===== config.mk =====
export PLATFORM = sky130hd
export DESIGN_NAME = bst_ctrl
export DESIGN_NICKNAME = d
export VERILOG_FILES = /design/src/bst_pkg.sv /design/src/bst_ctrl.sv
export SDC_FILE = /design/constraint.sdc
export NUM_CORES = 1
export LEC_CHECK = 0
export BUFFER_PORTS_ARGS = -buffer_cell sky130_fd_sc_hd__buf_4
export CAP_MARGIN = 20
export CORE_MARGIN = 4
export CORE_UTILIZATION = 49
export CTS_CLUSTER_DIAMETER = 100
export CTS_CLUSTER_SIZE = 40
export DETAILED_ROUTE_END_ITERATION = 7
export PLACE_DENSITY = 0.75
export SYNTH_ARGS = -nofsm -noshare
export SYNTH_HDL_FRONTEND = slang
export SYNTH_SLANG_ARGS = --single-unit

===== constraint.sdc =====
create_clock -name clock -period 2 [get_ports clock]
set_input_delay 0.4 -clock clock [delete_from_list [all_inputs] [get_ports clock]]
set_output_delay 0.4 -clock clock [all_outputs]
set_load 0.01 [all_outputs]

===== src/bst_pkg.sv =====
`timescale 1ns / 1ps
// shared types and constants of the bounding sphere transform block
// no dependencies

package bst_pkg;

   localparam logic       OP_WRITE_COLUMN = 1'b0;
   localparam logic       OP_SET_SPHERE   = 1'b1;
   localparam logic [1:0] COL_TRANSLATION = 2'd3;
   localparam logic [1:0] SPH_RADIUS      = 2'd3;

   localparam logic [1:0] LAST_ROW        = 2'd2;
   localparam logic [2:0] CENTER_LAST_SUB = 3'd5;
   localparam logic [2:0] NORM_LAST_SUB   = 3'd4;
   localparam logic [4:0] ROOT_LAST_STEP  = 5'd31;

   typedef struct packed {
      logic               operation;
      logic [15:0]        instance_index;
      logic [1:0]         column;
      logic signed [31:0] value_a;
      logic signed [31:0] value_b;
      logic signed [31:0] value_c;
      logic signed [31:0] value_d;
   } bst_req_type;

   typedef struct packed {
      logic [15:0]        result_index;
      logic signed [31:0] center_x;
      logic signed [31:0] center_y;
      logic signed [31:0] center_z;
      logic signed [31:0] world_radius;
   } bst_rsp_type;

   typedef enum logic [1:0] {
      MUL_CENTER = 2'd0,
      MUL_SQUARE = 2'd1,
      MUL_RADIUS = 2'd2
   } mul_sel_type;

   typedef enum logic [1:0] {
      ACC_HOLD = 2'd0,
      ACC_LOAD = 2'd1,
      ACC_ADD  = 2'd2
   } acc_op_type;

   typedef enum logic [2:0] {
      NRM_HOLD  = 3'd0,
      NRM_LOAD  = 3'd1,
      NRM_ADD   = 3'd2,
      NRM_FIRST = 3'd3,
      NRM_BEST  = 3'd4
   } nrm_op_type;

   typedef struct packed {
      logic        load;
      mul_sel_type mul_sel;
      logic [1:0]  row;
      logic [1:0]  col;
      acc_op_type  acc_op;
      nrm_op_type  nrm_op;
      logic        center_wr;
      logic        root_init;
      logic        root_step;
      logic        radius_wr;
      logic        publish;
   } bst_cmd_type;

   typedef struct packed {
      logic out_free;
   } bst_status_type;

endpackage


===== src/bst_ctrl.sv =====
`timescale 1ns / 1ps
// sequencer of the bounding sphere transform: steps the datapath through
// center sums, column norms, square root, radius and publish; depends on bst_pkg

module bst_ctrl import bst_pkg::*; (
   input  logic           clock,
   input  logic           reset,
   input  logic           req_valid,
   input  logic           req_operation,
   input  logic [1:0]     req_column,
   output logic           req_ready,
   input  bst_status_type status,
   output bst_cmd_type    cmd
);

   typedef enum logic [6:0] {
      ST_IDLE    = 7'b0000001,
      ST_CENTER  = 7'b0000010,
      ST_NORM    = 7'b0000100,
      ST_SETUP   = 7'b0001000,
      ST_ROOT    = 7'b0010000,
      ST_RADIUS  = 7'b0100000,
      ST_PUBLISH = 7'b1000000
   } state_type;

   state_type  state_ff, state_in;
   logic [1:0] row_ff, row_in;
   logic [2:0] sub_ff, sub_in;
   logic [4:0] iter_ff, iter_in;

   always_comb begin
      state_in  = state_ff;
      row_in    = row_ff;
      sub_in    = sub_ff;
      iter_in   = iter_ff;
      cmd       = '0;
      req_ready = (state_ff == ST_IDLE);
      case (state_ff)
         ST_IDLE: begin
            if (req_valid) begin
               cmd.load = 1'b1;
               if (req_operation == OP_SET_SPHERE || req_column == COL_TRANSLATION) begin
                  state_in = ST_CENTER;
                  row_in   = 2'd0;
                  sub_in   = 3'd0;
               end
            end
         end
         ST_CENTER: begin
            // products of columns 0..3, translation taken times one
            cmd.mul_sel = MUL_CENTER;
            cmd.row     = row_ff;
            cmd.col     = sub_ff[1:0];
            case (sub_ff)
               3'd1:    cmd.acc_op = ACC_LOAD;
               3'd2:    cmd.acc_op = ACC_ADD;
               3'd3:    cmd.acc_op = ACC_ADD;
               3'd4:    cmd.acc_op = ACC_ADD;
               3'd5:    cmd.center_wr = 1'b1;
               default: cmd.acc_op = ACC_HOLD;
            endcase
            if (sub_ff == CENTER_LAST_SUB) begin
               sub_in = 3'd0;
               if (row_ff == LAST_ROW) begin
                  row_in   = 2'd0;
                  state_in = ST_NORM;
               end else begin
                  row_in = row_ff + 2'd1;
               end
            end else begin
               sub_in = sub_ff + 3'd1;
            end
         end
         ST_NORM: begin
            cmd.mul_sel = MUL_SQUARE;
            cmd.col     = row_ff;
            cmd.row     = sub_ff[1:0];
            case (sub_ff)
               3'd1:    cmd.nrm_op = NRM_LOAD;
               3'd2:    cmd.nrm_op = NRM_ADD;
               3'd3:    cmd.nrm_op = NRM_ADD;
               3'd4:    cmd.nrm_op = (row_ff == 2'd0) ? NRM_FIRST : NRM_BEST;
               default: cmd.nrm_op = NRM_HOLD;
            endcase
            if (sub_ff == NORM_LAST_SUB) begin
               sub_in = 3'd0;
               if (row_ff == LAST_ROW) begin
                  row_in   = 2'd0;
                  state_in = ST_SETUP;
               end else begin
                  row_in = row_ff + 2'd1;
               end
            end else begin
               sub_in = sub_ff + 3'd1;
            end
         end
         ST_SETUP: begin
            cmd.root_init = 1'b1;
            iter_in       = 5'd0;
            state_in      = ST_ROOT;
         end
         ST_ROOT: begin
            cmd.root_step = 1'b1;
            if (iter_ff == ROOT_LAST_STEP) begin
               sub_in   = 3'd0;
               state_in = ST_RADIUS;
            end else begin
               iter_in = iter_ff + 5'd1;
            end
         end
         ST_RADIUS: begin
            cmd.mul_sel = MUL_RADIUS;
            cmd.col     = SPH_RADIUS;
            if (sub_ff == 3'd0) begin
               sub_in = 3'd1;
            end else begin
               cmd.radius_wr = 1'b1;
               state_in      = ST_PUBLISH;
            end
         end
         ST_PUBLISH: begin
            if (status.out_free) begin
               cmd.publish = 1'b1;
               state_in    = ST_IDLE;
            end
         end
         default: begin
            state_in = ST_IDLE;
         end
      endcase
   end

   always_ff @(posedge clock) begin
      if (reset) begin
         state_ff <= ST_IDLE;
         row_ff   <= 2'd0;
         sub_ff   <= 3'd0;
         iter_ff  <= 5'd0;
      end else begin
         state_ff <= state_in;
         row_ff   <= row_in;
         sub_ff   <= sub_in;
         iter_ff  <= iter_in;
      end
   end

endmodule


# == After elaboration in Yosys (flattened, before gate mapping) ==
# Cells that the tools add are included.
# totals
ff_bits,17
inputBits,7
out_inout_bits,18
wordCells,88
# classes
addsub,3
n_eq_ne,26
n_mux,43
n_reduce_logical,12
# ops
cell,count
7-bit two-way mux,9
7-bit case mux with 7 select lines,1
3-bit two-way mux,8
2-bit != test (second input constant),10
3-bit case mux with 5 select lines,1
2-bit two-way mux,6
2-bit case mux with 2 select lines,3
2-bit case mux with 3 select lines,2
1-bit two-way mux,10
5-bit case mux with 2 select lines,1
5-bit AND reduction,2
3-bit case mux with 3 select lines,1
9-bit AND reduction,1
7-bit by 1-bit == test with 1-bit output (second input constant),1
7-bit by 2-bit == test with 1-bit output (second input constant),1
7-bit by 3-bit == test with 1-bit output (second input constant),1
7-bit by 4-bit == test with 1-bit output (second input constant),1
7-bit by 5-bit == test with 1-bit output (second input constant),1
7-bit by 6-bit == test with 1-bit output (second input constant),1
7-bit == test (second input constant),1
3-bit by 2-bit == test with 1-bit output (second input constant),2
3-bit == test (second input constant),2
5-bit by 1-bit adder with 5-bit output (second input constant),1
5-bit == test (second input constant),1
other kinds (15),16

# == Depth between registers and ports, before layout ==
# depth
word_depth,5
mapped_depth,8
depth_no_buf,8

# == Worst setup path after synthesis ==
# OpenSTA, ideal clock, no wires.
# synth_timing
path_type,register to register
start,reg iter_ff[0]
end,reg sub_ff[0]
setup_ns,0.060
t_arrival_ns,1.959
required_ns,1.940
path_slack_ns,-0.020
path_stages_with_launch,9
path_buffers,0
period_less_slack_ns,2.020
path_cell_list,dfxtp_1 > ha_1 > and3_1 > ha_1 > or3b_1 > a211oi_2 > a21oi_1 > a21oi_2 > a32o_1
# synth_via
elab_chain_cells,3
# synth_rtl
item,line_no,rtl
start: declaration,bst_ctrl.sv:29,"logic [4:0] iter_ff, iter_in;"
start signal: assignment,bst_ctrl.sv:143,iter_ff <= iter_in;
5-bit == test,bst_ctrl.sv:104,if (iter_ff == ROOT_LAST_STEP) begin
2-bit != test (no line),--,
5-bit AND reduction (no line),--,
end signal: assignment,bst_ctrl.sv:142,sub_ff <= sub_in;
end: declaration,bst_ctrl.sv:28,"logic [2:0] sub_ff, sub_in;"
# No other way between the ends.
# A chain may end at the register's enable or synchronous reset.

==> key figures <==
Drt
  • Met2 wire len: 2477 microns
  • DR pass1 iterations: 4
  • Residual DRC: 0
  • DR WL met3: 326 microns
  • Vias: between 1.5k and 2k
  • M1 WL: around 1800 microns
  • Final wirelength: 4850 microns
  • Vias per cell: 6.275
  • Detailed Route Iter0 Violations: 136
  • Top routing layer used: met4
  • Routed Antenna Nets: 0
  • Wire length per cell after detailed routing: 19.88 microns

Logic synthesis
  • Post-Synth XOR/XNOR Area: 2.087%
  • Yosys warning total: 0
  • Synthesized area: between 1000 and 1500 sq um
  • Post-synthesis mux area share: 1.690%
  • Post-synthesis register bit count: 17
  • Simple-Gate Fraction of Synth Area: roughly a third
  • Post-synth EDFFs: 0
  • Compound-Gate Fraction of Synth Area: 22.17%
  • Mean Syn Cell Area: slightly above 8 sq um
  • Register area share after synthesis: 27.04%
  • Unique masters post-synth: between 50 and 60
  • Ys async rst share: 0%
  • Post-Synth Adder-Cell Area: 6.958%
  • Post-Syn Instances: 156
  • Commonest register cell after synthesis: dfxtp_1
  • Post-synthesis net count: 170
  • Main combinational cell family by area after synthesis: simple AND/OR/NAND/NOR gates

Timing
  • Tightest Pin Transition: between 400 and 500 ps
  • Final hold violations: 0
  • Hold WS: 382.1 ps
  • Final WS setup: -161.7 ps
  • Clock skew: 20.25 ps
  • RSZ-0062 raised after global routing: yes
  • Max Slew Vio Count: 0
  • Fmax: 462.6 MHz
  • Slew headroom: 68.97%
  • Final setup viols: 20
  • Final Cycle Share: 108.1%
  • Shortest period the worst path allows: 2162 ps

Clocking
  • Clk root buf: clkbuf_4
  • Clock-pin transition on the worst setup and hold timing paths: 110 ps
  • Insertion delay to the later sink of the worst-skew pair: ~310 ps
  • TritonCTS clock tree: done
  • CTS sink cnt: 17
  • CTS buffer count: 3
  • Hold_buf cts: 0
  • Maximum clock insertion buffer count: 2
  • H-Tree Depth: 1

Layout
  • Area Overhead vs Synth: 56.46%
  • Antenna diode count: 0
  • Sequential cell area: 361.6 sq um
  • Final Cell Area: 1969 sq um
  • Net count, final: between 200 and 250
  • Multi-input logic area: 1027 sq um
  • Layout cells sized above 1: a little under three fifths
  • Fillcell total: 152

Pwr
  • Cell Pwr Density: 438.3 nW/um^2
  • Pleak: approximately 0.8 nW
  • PnR Total Power: 0.8631 mW
  • IR drop worst, VDD: 551.9 uV

Setup path
  • Crit-path slowest cell: dfxtp_4
  • CP Class: reg2out
  • Crit start category: register
  • Max stage delay on crit path: 390 ps
  • Crit path capture type: output pin
  • Cell breakdown of the critical path: nor4_4, nand2_1, nor2_2, buf_6, nand2_2, o21ai_1, buf_4
  • Arrival time at the worst endpoint: 1760 ps
  • Bufs and invs on worst path: 2
  • Crit path max fanout: 5
  • Critical path required time: 1600 ps
  • Cell family with most CP delay: simple AND/OR/NAND/NOR gates

Place
  • I/O Buffers: 24
  • Routability cong.: ~0.9
  • Pre-CTS WS: -119.5 ps
  • DP HPWL: approximately 2500 microns
  • Post-placement cell area: between 1500 and 2000 sq um

Global routing
  • Antenna violations before repair: 0
  • Total Routing Usage GR: a little over a quarter
  • First-pass GRT wire length: 6934 microns
  • Largest net degree at the start of global routing: 19
  • Vias in the first global route: 1495
  • Total gr overflow: 0

Job
  • Max-cap violations: 0

Die
  • DIE WIDTH: 58.69 microns
  • Num ports: 25
  • Die height: 58.69 microns
  • Row cnt: 18
  • DIE AREA: 3444 sq um
  • Core Region: 2455 sq um
  • Initial Util: 51.27%

Outcome
  • Violated checks: setup timing
  • Status: finished, violations left

Min path
  • Hold Path Class: in2reg
power by group:
part           total, mW  switching (mW)  internal, mW  leakage, nW
Sequential         0.353          0.0108         0.342        0.142
Clock              0.191           0.114        0.0778       0.0150
Combinational      0.318           0.159         0.159        0.649
Total              0.863           0.284         0.580        0.806
cell usage after synthesis, types with 2 or more instances:
library cell	instances	area (sq um)
a21oi_1	13	65.06
clkbuf_1	3	11.26
nand2b_1	5	31.28
o211ai_1	2	15.01
and3_1	2	12.51
a221o_1	2	20.02
a22oi_1	3	22.52
buf_6	2	22.52
nand3b_1	2	15.01
buf_2	3	15.01
dfxtp_1	17	340.3
nor3_1	9	45.04
a211oi_2	2	25.02
and2_1	2	12.51
inv_1	5	18.77
xor2_1	3	26.28
o21ai_0	7	35.03
nor2_1	15	56.30
nand2_1	12	45.04
a211oi_1	2	15.01
a21o_1	3	22.52
ha_1	7	87.58
nand3_1	7	35.03
cells by family after synthesis:
kind of cell               after synthesis
and+or+nand+nor                         72
AOI/OAI and AO/OA                       41
DFF                                     17
buffers and inverters                   14
adders and majority gates                7
xor gates and xnor gates                 3
muxes                                    2
area by class of cell:
type | instances | share of cell area (%)
Inverter | 5 | 0.9530
Multi-Input combinational cell | 125 | 52.16
Clock buffer | 4 | 1.334
Timing Repair Buffer | 63 | 25.29
Sequential cell | 17 | 18.36
Tap cell | 30 | 1.906
path summary, 6_finish.rpt:
kind / from / end / slack [ps] / cells past startpoint
worst min register to register: row_ff[1] / row_ff[1] / 530 / 2
worst max register to register: iter_ff[0] / sub_ff[0] / -40 / 8
worst min-delay path: req_valid / state_ff[1] / 380 / 3
worst max-delay path: state_ff[6] / cmd[12] / -160 / 7
cells in the final DEF (no fill, tap or decap), types with 3 or more instances in the layout:
master and n:
buf_4 57, nor2_1 10, nand2_1 9, a21oi_1 9, dfxtp_1 8, nor3_1 6
inv_1 5, nand2b_1 5, a21oi_2 5, dfxtp_2 5, nand3_1 4, ha_1 4
buf_6 4, dfxtp_4 4, nand3_2 3, nor2_2 3, nor3_2 3, o21ai_2 3
o21ai_0 3, a22oi_1 3, xor2_1 3, a21o_1 3, clkbuf_4 3
flip-flops by register name (all words and copies together), names as in the netlist:
| signal | cells |
|---|---|
| state_ff | 7 |
| row_ff | 2 |
| sub_ff | 3 |
| iter_ff | 5 |
through the flow:
stage | utilization [%] | TNS (ps) | instances
finish | 80.22 | -1644 | 244
floorplan | - | 0 | 156
detailed placement | 62.84 | -514.5 | 217
CTS | 73.45 | -658.6 | 237
global placement | 62.84 | -47.08 | 217
global route | 80.22 | -3284 | 244
per-layer routing:
layer | up-vias | GRT usage, %
met5 | - | 0
met4 | 0 | 16.18
met3 | 24 | 4.167
met2 | 90 | 47.85
met1 | 731 | 28.63
li1 | 686 | -
repair_timing:
item                       4_1_cts  5_1_grt
pin swaps                       20       22
setup endpoints to repair       26       29
buffers inserted                16        7
gates resized for setup         32       30
tightest hold or removal path: stages:
cell	delay [ps]
buf_4	120
nand3_1	70
a21oi_1	70
Note: power is estimated with default switching activity, not from simulation.
